--- config.mk ---
export PLATFORM = sky130hd
export DESIGN_NAME = sorted_table_search_swap_insert_unit
export DESIGN_NICKNAME = d
export VERILOG_FILES = /design/src/sts_pkg.sv /design/src/sts_datapath.sv /design/src/sts_ctrl.sv /design/src/sorted_table_search_swap_insert_unit.sv
export SDC_FILE = /design/constraint.sdc
export NUM_CORES = 2
export LEC_CHECK = 0
export BUFFER_PORTS_ARGS = -buffer_cell sky130_fd_sc_hd__buf_4
export CORE_MARGIN = 10
export CORE_UTILIZATION = 40
export CTS_CLUSTER_SIZE = 24
export DETAILED_ROUTE_END_ITERATION = 10
export GPL_TIMING_DRIVEN = 1
export HOLD_SLACK_MARGIN = 0.15
export PLACE_DENSITY = 0.53
export SYNTH_ARGS = -nofsm -noshare
export SYNTH_HDL_FRONTEND = slang
export SYNTH_SLANG_ARGS = --single-unit
export TNS_END_PERCENT = 5
--- constraint.sdc ---
create_clock -name clk -period 8.7 [get_ports clk]
set_clock_uncertainty 0.2 [all_clocks]
set_input_delay 1.305 -clock clk [delete_from_list [all_inputs] [get_ports clk]]
set_output_delay 1.305 -clock clk [all_outputs]
set_load 0.05 [all_outputs]
--- src/sts_pkg.sv ---
// Shared types and constants for the sorted table search, swap and insert unit.
// Holds table sizing, the result status codes and the controller/datapath command
// and status structures. Depends on nothing.
`default_nettype none

package sts_pkg;

    localparam int TABLE_DEPTH = 64;
    localparam int KEY_W       = 32;
    localparam int IDX_W       = (TABLE_DEPTH > 1) ? $clog2(TABLE_DEPTH) : 1;
    localparam int CNT_W       = IDX_W + 1;
    localparam int POS_W       = 6;
    localparam int STATUS_W    = 2;

    typedef enum logic [STATUS_W-1:0] {
        ST_SWAPPED  = 2'd0,
        ST_LAST     = 2'd1,
        ST_INSERTED = 2'd2,
        ST_FULL     = 2'd3
    } status_t;

    typedef enum logic [1:0] {
        RD_MID,
        RD_SUCC,
        RD_SHIFT
    } rd_sel_t;

    typedef enum logic [1:0] {
        WR_SUCC_KEY,
        WR_MID_DATA,
        WR_SHIFT,
        WR_LOW_KEY
    } wr_sel_t;

    typedef struct packed {
        logic    load;
        logic    probe;
        logic    rd_en;
        rd_sel_t rd_sel;
        logic    wr_en;
        wr_sel_t wr_sel;
        logic    shift_init;
        logic    shift_step;
        logic    count_inc;
        logic    finish;
        status_t fin_status;
    } cmd_t;

    typedef struct packed {
        logic hit;
        logic more;
        logic is_last;
        logic at_end;
        logic full;
        logic count_zero;
        logic shift_last;
    } stat_t;

    // Index to the narrow position field: zero-extended, then the low bits kept.
    function automatic logic [POS_W-1:0] to_pos(input logic [IDX_W-1:0] idx);
        logic [IDX_W+POS_W-1:0] ext;
        ext = {{POS_W{1'b0}}, idx};
        return ext[POS_W-1:0];
    endfunction

endpackage

`default_nettype wire

--- src/sts_datapath.sv ---
// Datapath of the sorted table search unit: key table memory, search bounds,
// shift index, entry count and the registered result.
// Depends on sts_pkg; driven by sts_ctrl through sts_pkg::cmd_t.
`default_nettype none

module sts_datapath
(
    input  wire logic                              clk,
    input  wire logic                              rst_n,
    input  wire logic signed [sts_pkg::KEY_W-1:0]  key,
    input  wire sts_pkg::cmd_t                     cmd,
    output sts_pkg::stat_t                         stat,
    output logic                                   done,
    output logic [sts_pkg::STATUS_W-1:0]           status,
    output logic [sts_pkg::POS_W-1:0]              position
);

    logic signed [sts_pkg::KEY_W-1:0] mem [sts_pkg::TABLE_DEPTH];
    logic signed [sts_pkg::KEY_W-1:0] rd_data_reg;
    logic signed [sts_pkg::KEY_W-1:0] key_reg;

    logic [sts_pkg::CNT_W-1:0] count_reg;
    logic [sts_pkg::CNT_W-1:0] low_reg;
    logic [sts_pkg::CNT_W-1:0] low_next;
    logic [sts_pkg::CNT_W-1:0] hi_reg;
    logic [sts_pkg::CNT_W-1:0] hi_next;
    logic [sts_pkg::IDX_W-1:0] mid_reg;
    logic [sts_pkg::IDX_W-1:0] mid_next;
    logic [sts_pkg::CNT_W-1:0] widx_reg;
    logic [sts_pkg::CNT_W-1:0] widx_next;

    logic [sts_pkg::CNT_W:0]   mid_sum;
    logic [sts_pkg::CNT_W-1:0] mid_ext;
    logic [sts_pkg::CNT_W-1:0] mid_inc;
    logic [sts_pkg::CNT_W-1:0] shift_src;
    logic                      key_eq;
    logic                      key_gt;

    logic [sts_pkg::IDX_W-1:0]        rd_addr;
    logic [sts_pkg::IDX_W-1:0]        wr_addr;
    logic signed [sts_pkg::KEY_W-1:0] wr_data;

    logic                              done_reg;
    sts_pkg::status_t                  status_reg;
    logic [sts_pkg::POS_W-1:0]         position_reg;
    logic [sts_pkg::POS_W-1:0]         position_next;

    assign mid_ext = {1'b0, mid_reg};
    assign mid_inc = mid_ext + sts_pkg::CNT_W'(1);
    assign key_eq  = (key_reg == rd_data_reg);
    assign key_gt  = (key_reg > rd_data_reg);

    // Bounds are kept as a half-open range [low, hi); a probe narrows it.
    always_comb
    begin
        low_next = low_reg;
        hi_next  = hi_reg;
        if (cmd.load)
        begin
            low_next = '0;
            hi_next  = count_reg;
        end
        else if (cmd.probe && !key_eq)
        begin
            if (key_gt)
            begin
                low_next = mid_inc;
            end
            else
            begin
                hi_next = mid_ext;
            end
        end
    end

    assign mid_sum  = {1'b0, low_next} + {1'b0, hi_next} - (sts_pkg::CNT_W+1)'(1);
    assign mid_next = mid_sum[sts_pkg::IDX_W:1];

    always_comb
    begin
        widx_next = widx_reg;
        if (cmd.shift_init)
        begin
            widx_next = count_reg;
        end
        else if (cmd.shift_step)
        begin
            widx_next = widx_reg - sts_pkg::CNT_W'(1);
        end
    end

    assign shift_src = widx_next - sts_pkg::CNT_W'(1);

    always_comb
    begin
        unique case (cmd.rd_sel)
            sts_pkg::RD_MID:   rd_addr = mid_next;
            sts_pkg::RD_SUCC:  rd_addr = mid_inc[sts_pkg::IDX_W-1:0];
            sts_pkg::RD_SHIFT: rd_addr = shift_src[sts_pkg::IDX_W-1:0];
            default:           rd_addr = mid_next;
        endcase
    end

    always_comb
    begin
        unique case (cmd.wr_sel)
            sts_pkg::WR_SUCC_KEY:
            begin
                wr_addr = mid_inc[sts_pkg::IDX_W-1:0];
                wr_data = key_reg;
            end
            sts_pkg::WR_MID_DATA:
            begin
                wr_addr = mid_reg;
                wr_data = rd_data_reg;
            end
            sts_pkg::WR_SHIFT:
            begin
                wr_addr = widx_reg[sts_pkg::IDX_W-1:0];
                wr_data = rd_data_reg;
            end
            sts_pkg::WR_LOW_KEY:
            begin
                wr_addr = low_reg[sts_pkg::IDX_W-1:0];
                wr_data = key_reg;
            end
            default:
            begin
                wr_addr = low_reg[sts_pkg::IDX_W-1:0];
                wr_data = key_reg;
            end
        endcase
    end

    always_comb
    begin
        unique case (cmd.fin_status)
            sts_pkg::ST_SWAPPED:  position_next = sts_pkg::to_pos(mid_reg);
            sts_pkg::ST_LAST:     position_next = sts_pkg::to_pos(mid_reg);
            sts_pkg::ST_INSERTED: position_next = sts_pkg::to_pos(low_reg[sts_pkg::IDX_W-1:0]);
            sts_pkg::ST_FULL:     position_next = '0;
            default:              position_next = '0;
        endcase
    end

    // The read is registered and takes the old contents when the same
    // address is written in that cycle.
    always_ff @(posedge clk)
    begin
        if (cmd.wr_en)
        begin
            mem[wr_addr] <= wr_data;
        end
        if (cmd.rd_en)
        begin
            rd_data_reg <= mem[rd_addr];
        end
        if (cmd.load)
        begin
            key_reg <= key;
        end
        if (cmd.finish)
        begin
            status_reg   <= cmd.fin_status;
            position_reg <= position_next;
        end
        low_reg  <= low_next;
        hi_reg   <= hi_next;
        mid_reg  <= mid_next;
        widx_reg <= widx_next;
    end

    always_ff @(posedge clk or negedge rst_n)
    begin
        if (!rst_n)
        begin
            count_reg <= '0;
            done_reg  <= 1'b0;
        end
        else
        begin
            done_reg <= cmd.finish;
            if (cmd.count_inc)
            begin
                count_reg <= count_reg + sts_pkg::CNT_W'(1);
            end
        end
    end

    assign stat.hit        = key_eq;
    assign stat.more       = key_gt ? (mid_inc < hi_reg) : (low_reg < mid_ext);
    assign stat.is_last    = (mid_inc == count_reg);
    assign stat.at_end     = (low_reg == count_reg);
    assign stat.full       = (count_reg == sts_pkg::CNT_W'(sts_pkg::TABLE_DEPTH));
    assign stat.count_zero = (count_reg == '0);
    assign stat.shift_last = ((widx_reg - sts_pkg::CNT_W'(1)) == low_reg);

    assign done     = done_reg;
    assign status   = status_reg;
    assign position = position_reg;

    a_count_bound: assert property (@(posedge clk) disable iff (!rst_n)
        count_reg <= sts_pkg::CNT_W'(sts_pkg::TABLE_DEPTH))
        else $error("entry count exceeds table depth");

    a_no_insert_full: assert property (@(posedge clk) disable iff (!rst_n)
        cmd.count_inc |-> !stat.full)
        else $error("insert into a full table");

    a_probe_range: assert property (@(posedge clk) disable iff (!rst_n)
        cmd.probe |-> (low_reg < hi_reg) && (mid_ext >= low_reg) && (mid_ext < hi_reg))
        else $error("probe outside the search range");

    a_shift_above_low: assert property (@(posedge clk) disable iff (!rst_n)
        (cmd.wr_en && (cmd.wr_sel == sts_pkg::WR_SHIFT)) |-> (widx_reg > low_reg))
        else $error("shift write at or below the insert index");

endmodule

`default_nettype wire

--- src/sts_ctrl.sv ---
// Controller of the sorted table search unit: sequences search probes, the
// successor swap, the upward shift sweep and the insert write.
// Depends on sts_pkg; commands sts_datapath through sts_pkg::cmd_t.
`default_nettype none

module sts_ctrl
(
    input  wire logic           clk,
    input  wire logic           rst_n,
    input  wire logic           start,
    input  wire sts_pkg::stat_t stat,
    output sts_pkg::cmd_t       cmd,
    output logic                busy
);

    typedef enum logic [2:0] {
        S_IDLE,
        S_PROBE,
        S_SWAP,
        S_SWAP_WR,
        S_MISS,
        S_SHIFT,
        S_INSERT
    } state_t;

    state_t state_reg;
    state_t state_next;
    logic   busy_reg;
    logic   busy_next;

    always_comb
    begin
        state_next     = state_reg;
        cmd            = '0;
        cmd.rd_sel     = sts_pkg::RD_MID;
        cmd.wr_sel     = sts_pkg::WR_LOW_KEY;
        cmd.fin_status = sts_pkg::ST_SWAPPED;

        unique case (state_reg)
            S_IDLE:
            begin
                if (start)
                begin
                    cmd.load  = 1'b1;
                    cmd.rd_en = !stat.count_zero;
                    state_next = stat.count_zero ? S_MISS : S_PROBE;
                end
            end
            S_PROBE:
            begin
                // The next probe address is issued in the same cycle as the compare.
                cmd.probe = 1'b1;
                cmd.rd_en = 1'b1;
                if (stat.hit)
                begin
                    if (stat.is_last)
                    begin
                        cmd.finish     = 1'b1;
                        cmd.fin_status = sts_pkg::ST_LAST;
                        state_next     = S_IDLE;
                    end
                    else
                    begin
                        state_next = S_SWAP;
                    end
                end
                else if (!stat.more)
                begin
                    state_next = S_MISS;
                end
            end
            S_SWAP:
            begin
                cmd.rd_en  = 1'b1;
                cmd.rd_sel = sts_pkg::RD_SUCC;
                cmd.wr_en  = 1'b1;
                cmd.wr_sel = sts_pkg::WR_SUCC_KEY;
                state_next = S_SWAP_WR;
            end
            S_SWAP_WR:
            begin
                cmd.wr_en      = 1'b1;
                cmd.wr_sel     = sts_pkg::WR_MID_DATA;
                cmd.finish     = 1'b1;
                cmd.fin_status = sts_pkg::ST_SWAPPED;
                state_next     = S_IDLE;
            end
            S_MISS:
            begin
                if (stat.full)
                begin
                    cmd.finish     = 1'b1;
                    cmd.fin_status = sts_pkg::ST_FULL;
                    state_next     = S_IDLE;
                end
                else if (stat.at_end)
                begin
                    cmd.wr_en      = 1'b1;
                    cmd.wr_sel     = sts_pkg::WR_LOW_KEY;
                    cmd.count_inc  = 1'b1;
                    cmd.finish     = 1'b1;
                    cmd.fin_status = sts_pkg::ST_INSERTED;
                    state_next     = S_IDLE;
                end
                else
                begin
                    cmd.shift_init = 1'b1;
                    cmd.rd_en      = 1'b1;
                    cmd.rd_sel     = sts_pkg::RD_SHIFT;
                    state_next     = S_SHIFT;
                end
            end
            S_SHIFT:
            begin
                cmd.wr_en      = 1'b1;
                cmd.wr_sel     = sts_pkg::WR_SHIFT;
                cmd.shift_step = 1'b1;
                cmd.rd_en      = 1'b1;
                cmd.rd_sel     = sts_pkg::RD_SHIFT;
                if (stat.shift_last)
                begin
                    state_next = S_INSERT;
                end
            end
            S_INSERT:
            begin
                cmd.wr_en      = 1'b1;
                cmd.wr_sel     = sts_pkg::WR_LOW_KEY;
                cmd.count_inc  = 1'b1;
                cmd.finish     = 1'b1;
                cmd.fin_status = sts_pkg::ST_INSERTED;
                state_next     = S_IDLE;
            end
            default:
            begin
                state_next = S_IDLE;
            end
        endcase
    end

    assign busy_next = (state_next != S_IDLE);

    always_ff @(posedge clk or negedge rst_n)
    begin
        if (!rst_n)
        begin
            state_reg <= S_IDLE;
            busy_reg  <= 1'b0;
        end
        else
        begin
            state_reg <= state_next;
            busy_reg  <= busy_next;
        end
    end

    assign busy = busy_reg;

    a_accept_goes_busy: assert property (@(posedge clk) disable iff (!rst_n)
        (start && !busy_reg) |=> busy_reg)
        else $error("accepted transaction did not start work");

    a_finish_ends_work: assert property (@(posedge clk) disable iff (!rst_n)
        cmd.finish |=> !busy_reg)
        else $error("still busy after the result was issued");

    a_swap_then_write: assert property (@(posedge clk) disable iff (!rst_n)
        (state_reg == S_SWAP) |=> (state_reg == S_SWAP_WR) && cmd.finish)
        else $error("swap sequence broken");

endmodule

`default_nettype wire

--- src/sorted_table_search_swap_insert_unit.sv ---
// Top level of the sorted table search, swap and insert unit.
// Joins sts_ctrl and sts_datapath; depends on sts_pkg.
//
//   Channel   Ports                             Direction  Transaction
//   command   start, busy, key[31:0]            in         start high while busy low
//   result    done, status[1:0], position[5:0]  out        done high for one cycle
//
// The search makes one probe per cycle, at most ceil(log2(count+1)) probes, on
// a single registered read port of the key table. A hit on the last entry ends
// there; a hit elsewhere swaps in S_SWAP and S_SWAP_WR. A miss on a full table,
// or an insert at the end of the filled part, ends in S_MISS; any other insert
// shifts the higher entries up in S_SHIFT, one per cycle, and writes the key in
// S_INSERT. The result appears the cycle after the last step; busy is low in
// that cycle, so the next command can be taken while it is shown. Reset clears
// the count. The receiver cannot hold a result off, so busy is the only stall.
`default_nettype none

module sorted_table_search_swap_insert_unit
(
    input  wire logic                              clk,
    input  wire logic                              rst_n,
    input  wire logic                              start,
    input  wire logic signed [sts_pkg::KEY_W-1:0]  key,
    output logic                                   busy,
    output logic                                   done,
    output logic [sts_pkg::STATUS_W-1:0]           status,
    output logic [sts_pkg::POS_W-1:0]              position
);

    sts_pkg::cmd_t  cmd;
    sts_pkg::stat_t stat;

    sts_ctrl u_ctrl
    (
        .clk   (clk),
        .rst_n (rst_n),
        .start (start),
        .stat  (stat),
        .cmd   (cmd),
        .busy  (busy)
    );

    sts_datapath u_datapath
    (
        .clk      (clk),
        .rst_n    (rst_n),
        .key      (key),
        .cmd      (cmd),
        .stat     (stat),
        .done     (done),
        .status   (status),
        .position (position)
    );

endmodule

`default_nettype wire

# --- Word-level counts from Yosys, hierarchy flattened ---
# Memory sizes are Yosys's and may differ from the RTL's. A register that Yosys moved wholly into a read port is not among the register bits.
# Index checks and enable logic that the tools add are counted.
totals:
  inputBits: 35
  out_inout_bits: 10
  regBits: 79
  latchBits: 0
  ramBits: 2048
  n_memories: 1
  elab_cells: 96
  rom_bits: 0
classes:
  bitwise: 0
  n_mul: 0
  div_mod_pow: 0
  add_sub_neg: 6
  n_shift: 0
  reduce_logical: 12
  n_eq_ne: 19
  magnitude_cmp: 3
  muxes: 44
memory_table:
  columns: ["memory", "depth", "width", "read_ports", "rd_ports_with_merged_regs", "write_ports", "line_no", "source"]
  rows:
  - ["u_datapath.mem", 64, 32, 1, 1, 1, "sts_datapath.sv:18", "logic signed [sts_pkg::KEY_W-1:0] mem [sts_pkg::TABLE_DEPTH];"]
ops:
  columns: ["cell", "n"]
  rows:
  - ["32-bit one-hot mux with 2 select lines", 1]
  - ["7-bit 2-to-1 mux", 9]
  - ["3-bit 2-to-1 mux", 12]
  - ["32-bit equality test", 1]
  - ["32-bit greater-than comparator", 1]
  - ["3-bit one-hot mux with 5 select lines", 2]
  - ["6-bit one-hot mux with 4 select lines", 1]
  - ["7-bit equality test", 3]
  - ["6-bit one-hot mux with 3 select lines", 1]
  - ["7-bit by 1-bit subtractor with 7-bit output, second input constant", 2]
  - ["3-bit one-hot mux with 4 select lines", 1]
  - ["6-bit one-hot mux with 2 select lines", 1]
  - ["1-bit 2-to-1 mux", 11]
  - ["2-bit equality test, second input constant", 5]
  - ["3-bit equality test, second input constant", 3]
  - ["6-bit by 1-bit adder with 7-bit output, second input constant", 1]
  - ["7-bit by 1-bit adder with 7-bit output, second input constant", 1]
  - ["7-bit adder", 1]
  - ["7-bit equality test, second input constant", 1]
  - ["7-bit zero test", 1]
  - ["7-bit by 6-bit < comparator with 1-bit output", 1]
  - ["7-bit < comparator", 1]
  - ["2-bit by 1-bit equality test with 1-bit output, second input constant", 3]
  - ["3-bit by 2-bit equality test with 1-bit output, second input constant", 2]
  - ["other kinds (14)", 18]

# --- Logic depth before layout (Yosys ltp) ---
depth:
  depth_word: 8
  mapped_depth: 28
  ltp_nobuf: 26

# --- Hierarchy ---
# A second synthesis with hierarchy kept.
hier_totals:
  cells_unflattened: 4894
  hier_area_um2: 87361.3
modules_own_cells:
  columns: ["mod", "cells_each", "seq_area_each_um2", "instances", "area_per_inst_um2"]
  rows:
  - ["sts_datapath", 4841, 64421.8, 1, 86969.7]
  - ["sts_ctrl", 53, 100.1, 1, 391.6]

# --- Worst setup path before layout ---
# OpenSTA, ideal clock, no wires.
synth_timing:
  path_kind: "input -> register"
  start: "input start"
  end: "register u_datapath.rd_data_reg[0] (netlist name), read port of u_datapath.mem, data pin"
  arrival_time_ns: 5.702
  stages: 22
  path_slack_ns: 2.529
  setup_time_ns: 0.269
  n_path_buf: 3
  t_required_ns: 8.231
  cell_sequence: "nand2_1 -> clkinv_1 -> clkbuf_1 -> nand2_1 -> o21ai_0 -> inv_1 -> ha_1 -> inv_1 -> ha_1 -> fa_1 -> a21o_1 -> a21oi_1 -> xnor2_1 -> and2_1 -> a221o_1 -> nor3_2 -> buf_4 -> buf_6 -> mux2i_1 -> mux2i_1 -> mux2i_1 -> mux2i_1"
synth_lines:
  columns: ["element", "line_no", "source"]
  rows:
  - ["from (decl)", "sorted_table_search_swap_insert_unit.sv:22", "input wire logic start,"]
  - ["to (decl)", "sts_datapath.sv:19", "logic signed [sts_pkg::KEY_W-1:0] rd_data_reg;"]

# --- Worst setup path in the final report ---
layout_timing:
  start: "register u_datapath.rd_data_reg[16] (netlist name), read port of u_datapath.mem"
  end: "register u_datapath.rd_data_reg[28] (netlist name), read port of u_datapath.mem, data pin"
layout_via:
  elab_chain_len: 8
  word_cells_on_any_way: 13
  classes_between: "2 x add/sub; 1 x order compare; 1 x eq/ne; 7 x mux; 2 x reduce/logical"
layout_lines:
  columns: ["element", "line_no", "source"]
  rows:
  - ["branches (longest 5 deep; another with 32-bit greater-than comparator)", null, null]
  - ["7-bit adder (*)", "sts_datapath.sv:76", "assign mid_sum = {1'b0, low_next} + {1'b0, hi_next} - (sts_pkg::CNT_W+1)'(1);"]
  - ["7-bit by 1-bit subtractor with 7-bit output (*)", "sts_datapath.sv:76", null]
  - ["via u_datapath.mid_sum (one bit)", "sts_datapath.sv:32", "logic [sts_pkg::CNT_W:0] mid_sum;"]
  - ["6-bit one-hot mux with 2 select lines (*)", "sts_datapath.sv:96", "unique case (cmd.rd_sel)"]
# Mark *: on every way through the listed nets, which the timed path passes.
# A chain may end at the register's enable or synchronous reset.

==> impl_metrics.py <==
metrics = {
    "run_status": {
        "status": "finished clean",
    },
    "cts": {
        "cts.path.max_buffers": 3,
        "cts.sinks": 2159,
        "clock_tree_from_tritoncts": "yes",
        "path_clk_slew_ns": 0.06,
        "cts_made_buffers": 224,
        "cts_htree_levels": 4,
        "cts_root_buf": "sky130_fd_sc_hd__clkbuf_16",
        "worstSkewPairLatency_ns": 0.88,
    },
    "route": {
        "wirelength_um": 251000,
        "dr.pass1.iters": 8,
        "drt_iter0_markers": 4748,
        "drc_errors": 0,
        "route.detailed.vias_per_inst": 5.49,
        "vias": 48300,
        "antenna_violating_nets_post_route": 0,
        "avgRoutedWirePerCell_um": 28.6,
    },
    "hold_path": {
        "min-delay-path-class": "reg -> reg",
        "holdPathEnd": "u_datapath.hi_reg[1]$_DFF_P_",
        "hp-start": "u_datapath.hi_reg[1]$_DFF_P_",
        "hold_depth": 2,
    },
    "global_routing": {
        "grt_overflow": 0,
        "grt_first_pass_wirelength_um": 354000,
        "via_count_of_the_first_global_routing_pass": 47400,
        "pin_count_of_the_biggest_net_entering_global_routing": 142,
        "antenna_found_initial": 15,
        "globalRouteTotalUtil": 0.204,
    },
    "sta": {
        "timing.final.setup_violations": 0,
        "post-route-period-util": 0.964,
        "finalHoldWorstSlack_ns": 0.391,
        "finalHoldViolCount": 0,
        "number_of_pins_with_negative_max_slew_slack_in_the_final_report": 0,
        "clock_period_minus_worst_slack_ns": 8.38,
        "timing_worst_slew_pin_value_ns": 1.27,
        "worst_slack_ns": 0.317,
        "max_freq_ghz": 0.119,
        "worst_slew_margin_rel": 0.151,
        "setup_repair_after_global_routing_missed_its_margin": "true",
    },
    "logic_synthesis": {
        "synth-edff-count": 2121,
        "syn_avg_cell_area_sq_um": 16.4,
        "dominantRegCellSynth": "sky130_fd_sc_hd__edfxtp_1",
        "ys_warn_count": 0,
        "syn-instance-count": 5400,
        "post_synth_instance_area_sq_um": 88300,
        "synth.ff_latch_count": 2159,
        "netlist-cell-type-count": 74,
        "synthesized_netlist_net_count": 5499,
        "async_flop_share": 0.00556,
        "sequential_share_of_the_synthesized_area": 0.731,
    },
    "place": {
        "port_buffers": 44,
        "cell_area_reported_after_detailed_placement_sq_um": 94100,
        "gp_congestion": 0.816,
        "hpwlAfterDp_um": 138000,
        "dp_slack_ns": -0.291,
    },
    "finish": {
        "layout-drive-gt1-share": 0.134,
        "multi_input_comb_area_sq_um": 22800,
        "stdcell_area_sq_um": 101000,
        "p_r_area_growth_vs_syn_pct": 14.7,
        "fillCellCount": 18800,
        "num-nets-final": 5752,
        "regArea_sq_um": 64500,
        "largest_register_ff_count": 2048,
    },
    "setup_path": {
        "worst-path-max-fanout": 33,
        "timing.rr.end": "u_datapath.rd_data_reg[28]$_DFFE_PP_",
        "critPathSlowestCell": "sky130_fd_sc_hd__edfxtp_1",
        "cp-startpoint": "u_datapath.rd_data_reg[16]$_DFFE_PP_",
        "worstReg2RegStart": "u_datapath.rd_data_reg[16]$_DFFE_PP_",
        "worstPathRequired_ns": 9.07,
        "timing.critical_path.mode_cell": "sky130_fd_sc_hd__mux2i_1",
        "critical_path_arrival_ns": 8.76,
        "timing.critical_path.to_type": "flip-flop",
        "timing.critical_path.from_type": "flip-flop",
        "critPathMaxStageDelay_ns": 0.68,
        "worstSetupPathType": "reg -> reg",
        "timing.reg2reg.setup_slack_ns": 0.32,
        "r2r_cells": 27,
    },
    "flow_run": {
        "drv.max_cap_violation_count": 0,
    },
    "floorplan": {
        "die_y_um": 490,
        "num_rows": 172,
        "die_width_um": 490,
        "dieArea_sq_um": 240000,
        "start_util": 0.402,
        "design.portCount": 45,
        "core_area_sq_um": 220000,
    },
}
## Yosys cell counts, types with 12 or more instances
| cell type | number | area [sq um] |
|---|---|---|
| sky130_fd_sc_hd__mux2i_1 | 1297 | 13000 |
| sky130_fd_sc_hd__buf_1 | 14 | 52.6 |
| sky130_fd_sc_hd__a32oi_1 | 127 | 1110 |
| sky130_fd_sc_hd__buf_4 | 19 | 143 |
| sky130_fd_sc_hd__a22oi_1 | 70 | 526 |
| sky130_fd_sc_hd__edfxtp_1 | 2121 | 63700 |
| sky130_fd_sc_hd__nand3_1 | 175 | 876 |
| sky130_fd_sc_hd__inv_1 | 78 | 293 |
| sky130_fd_sc_hd__xnor2_1 | 33 | 289 |
| sky130_fd_sc_hd__clkbuf_1 | 96 | 360 |
| sky130_fd_sc_hd__a31oi_1 | 34 | 213 |
| sky130_fd_sc_hd__buf_2 | 150 | 751 |
| sky130_fd_sc_hd__mux2_2 | 36 | 405 |
| sky130_fd_sc_hd__a211oi_1 | 34 | 255 |
| sky130_fd_sc_hd__ha_1 | 63 | 788 |
| sky130_fd_sc_hd__dfxtp_1 | 26 | 521 |
| sky130_fd_sc_hd__nor2_1 | 100 | 375 |
| sky130_fd_sc_hd__xor2_1 | 12 | 105 |
| sky130_fd_sc_hd__dfrtp_1 | 12 | 300 |
| sky130_fd_sc_hd__a21oi_1 | 133 | 666 |
| sky130_fd_sc_hd__nand2_1 | 594 | 2230 |
| sky130_fd_sc_hd__o21ai_0 | 24 | 120 |
## repair_timing
item,CTS,global route
cloned,0,1
setup buffers,0,1
setup endpoints to repair,7,27
hold buffers,1,0
hold endpoints to repair,12,0
gates resized for setup,11,12
## worst max path at each step
stage	to	slack, ns	cells after the start
after floorplan	u_datapath.rd_data_reg[0]$_DFFE_PP_	2.53	22
after global placement	u_datapath.rd_data_reg[16]$_DFFE_PP_	-0.22	28
after global routing	u_datapath.rd_data_reg[28]$_DFFE_PP_	-0.03	28
after CTS	u_datapath.rd_data_reg[16]$_DFFE_PP_	-0.08	27
after detailed placement	u_datapath.rd_data_reg[16]$_DFFE_PP_	-0.29	27
final	u_datapath.rd_data_reg[28]$_DFFE_PP_	0.32	27
## logic make-up (layout without fill, tap and decap cells)
family / Yosys count / in the layout / share of synthesized area
xor+xnor: 46 / 46 / 0.00472
other cells: 0 / 3 / 0
compound gates: 480 / 480 / 0.0387
buf+inv: 371 / 813 / 0.0197
flops: 2159 / 2159 / 0.731
simple gates: 945 / 945 / 0.0452
fa+ha+maj: 64 / 64 / 0.00915
mux: 1335 / 1335 / 0.152
## stage by stage
stage / util / setup TNS (ns) / instances
2_1_floorplan: - / 0 / 5400
3_5_place_dp: 0.428 / -1.10 / 8382
6_report: 0.461 / 0 / 8803
4_1_cts: 0.461 / -0.0779 / 8798
5_1_grt: 0.461 / -0.0696 / 8801
3_3_place_gp: 0.428 / -0.577 / 8382
## critical path: cells and delay by family (launching register included)
kind	cells	cell delay, ns
adders and majority gates	4	1.29
DFF	1	0.68
buffers and inverters	5	1.01
xor gates and xnor gates	2	0.62
muxes	7	1.97
AOI/OAI and AO/OA	3	0.54
and+or+nand+nor	6	1.69
## cells in the final DEF (no fill, tap or decap), types with 26 or more instances in the layout
master / synthesis / layout
sky130_fd_sc_hd__a211oi_1: 34 / 34
sky130_fd_sc_hd__a21oi_1: 133 / 130
sky130_fd_sc_hd__a22oi_1: 70 / 70
sky130_fd_sc_hd__a31oi_1: 34 / 34
sky130_fd_sc_hd__a32oi_1: 127 / 127
sky130_fd_sc_hd__buf_12: 0 / 43
sky130_fd_sc_hd__buf_4: 19 / 270
sky130_fd_sc_hd__clkbuf_1: 96 / 47
sky130_fd_sc_hd__clkbuf_16: 0 / 226
sky130_fd_sc_hd__clkinv_1: 1 / 52
sky130_fd_sc_hd__clkinv_2: 0 / 48
sky130_fd_sc_hd__dfxtp_1: 26 / 26
sky130_fd_sc_hd__edfxtp_1: 2121 / 2121
sky130_fd_sc_hd__ha_1: 63 / 62
sky130_fd_sc_hd__inv_1: 78 / 78
sky130_fd_sc_hd__mux2_2: 36 / 33
sky130_fd_sc_hd__mux2i_1: 1297 / 1281
sky130_fd_sc_hd__nand2_1: 594 / 594
sky130_fd_sc_hd__nand3_1: 175 / 175
sky130_fd_sc_hd__nor2_1: 100 / 36
sky130_fd_sc_hd__nor2_4: 1 / 66
sky130_fd_sc_hd__xnor2_1: 33 / 33
## metal layers
metal,up-vias,share of wire,global-route usage
li1,21400,-,-
met4,0,0.026,0.0568
met1,25100,0.45,0.290
met5,-,0,0
met3,287,0.059,0.0308
met2,1499,0.47,0.328
## area by class of cell
cell class,count,share of cell area
repair buffers,318,0.0295
inverters,80,0.00296
clock buffers,274,0.0576
well taps,2958,0.0365
clock inverters,141,0.0116
flip-flops and latches,2159,0.637
diodes,3,0.0000741
multi-input cells,2870,0.225
Power is left out: the tool's default activity adds up to more than one toggle a clock period on the data nets, which glitch-free logic cannot reach.
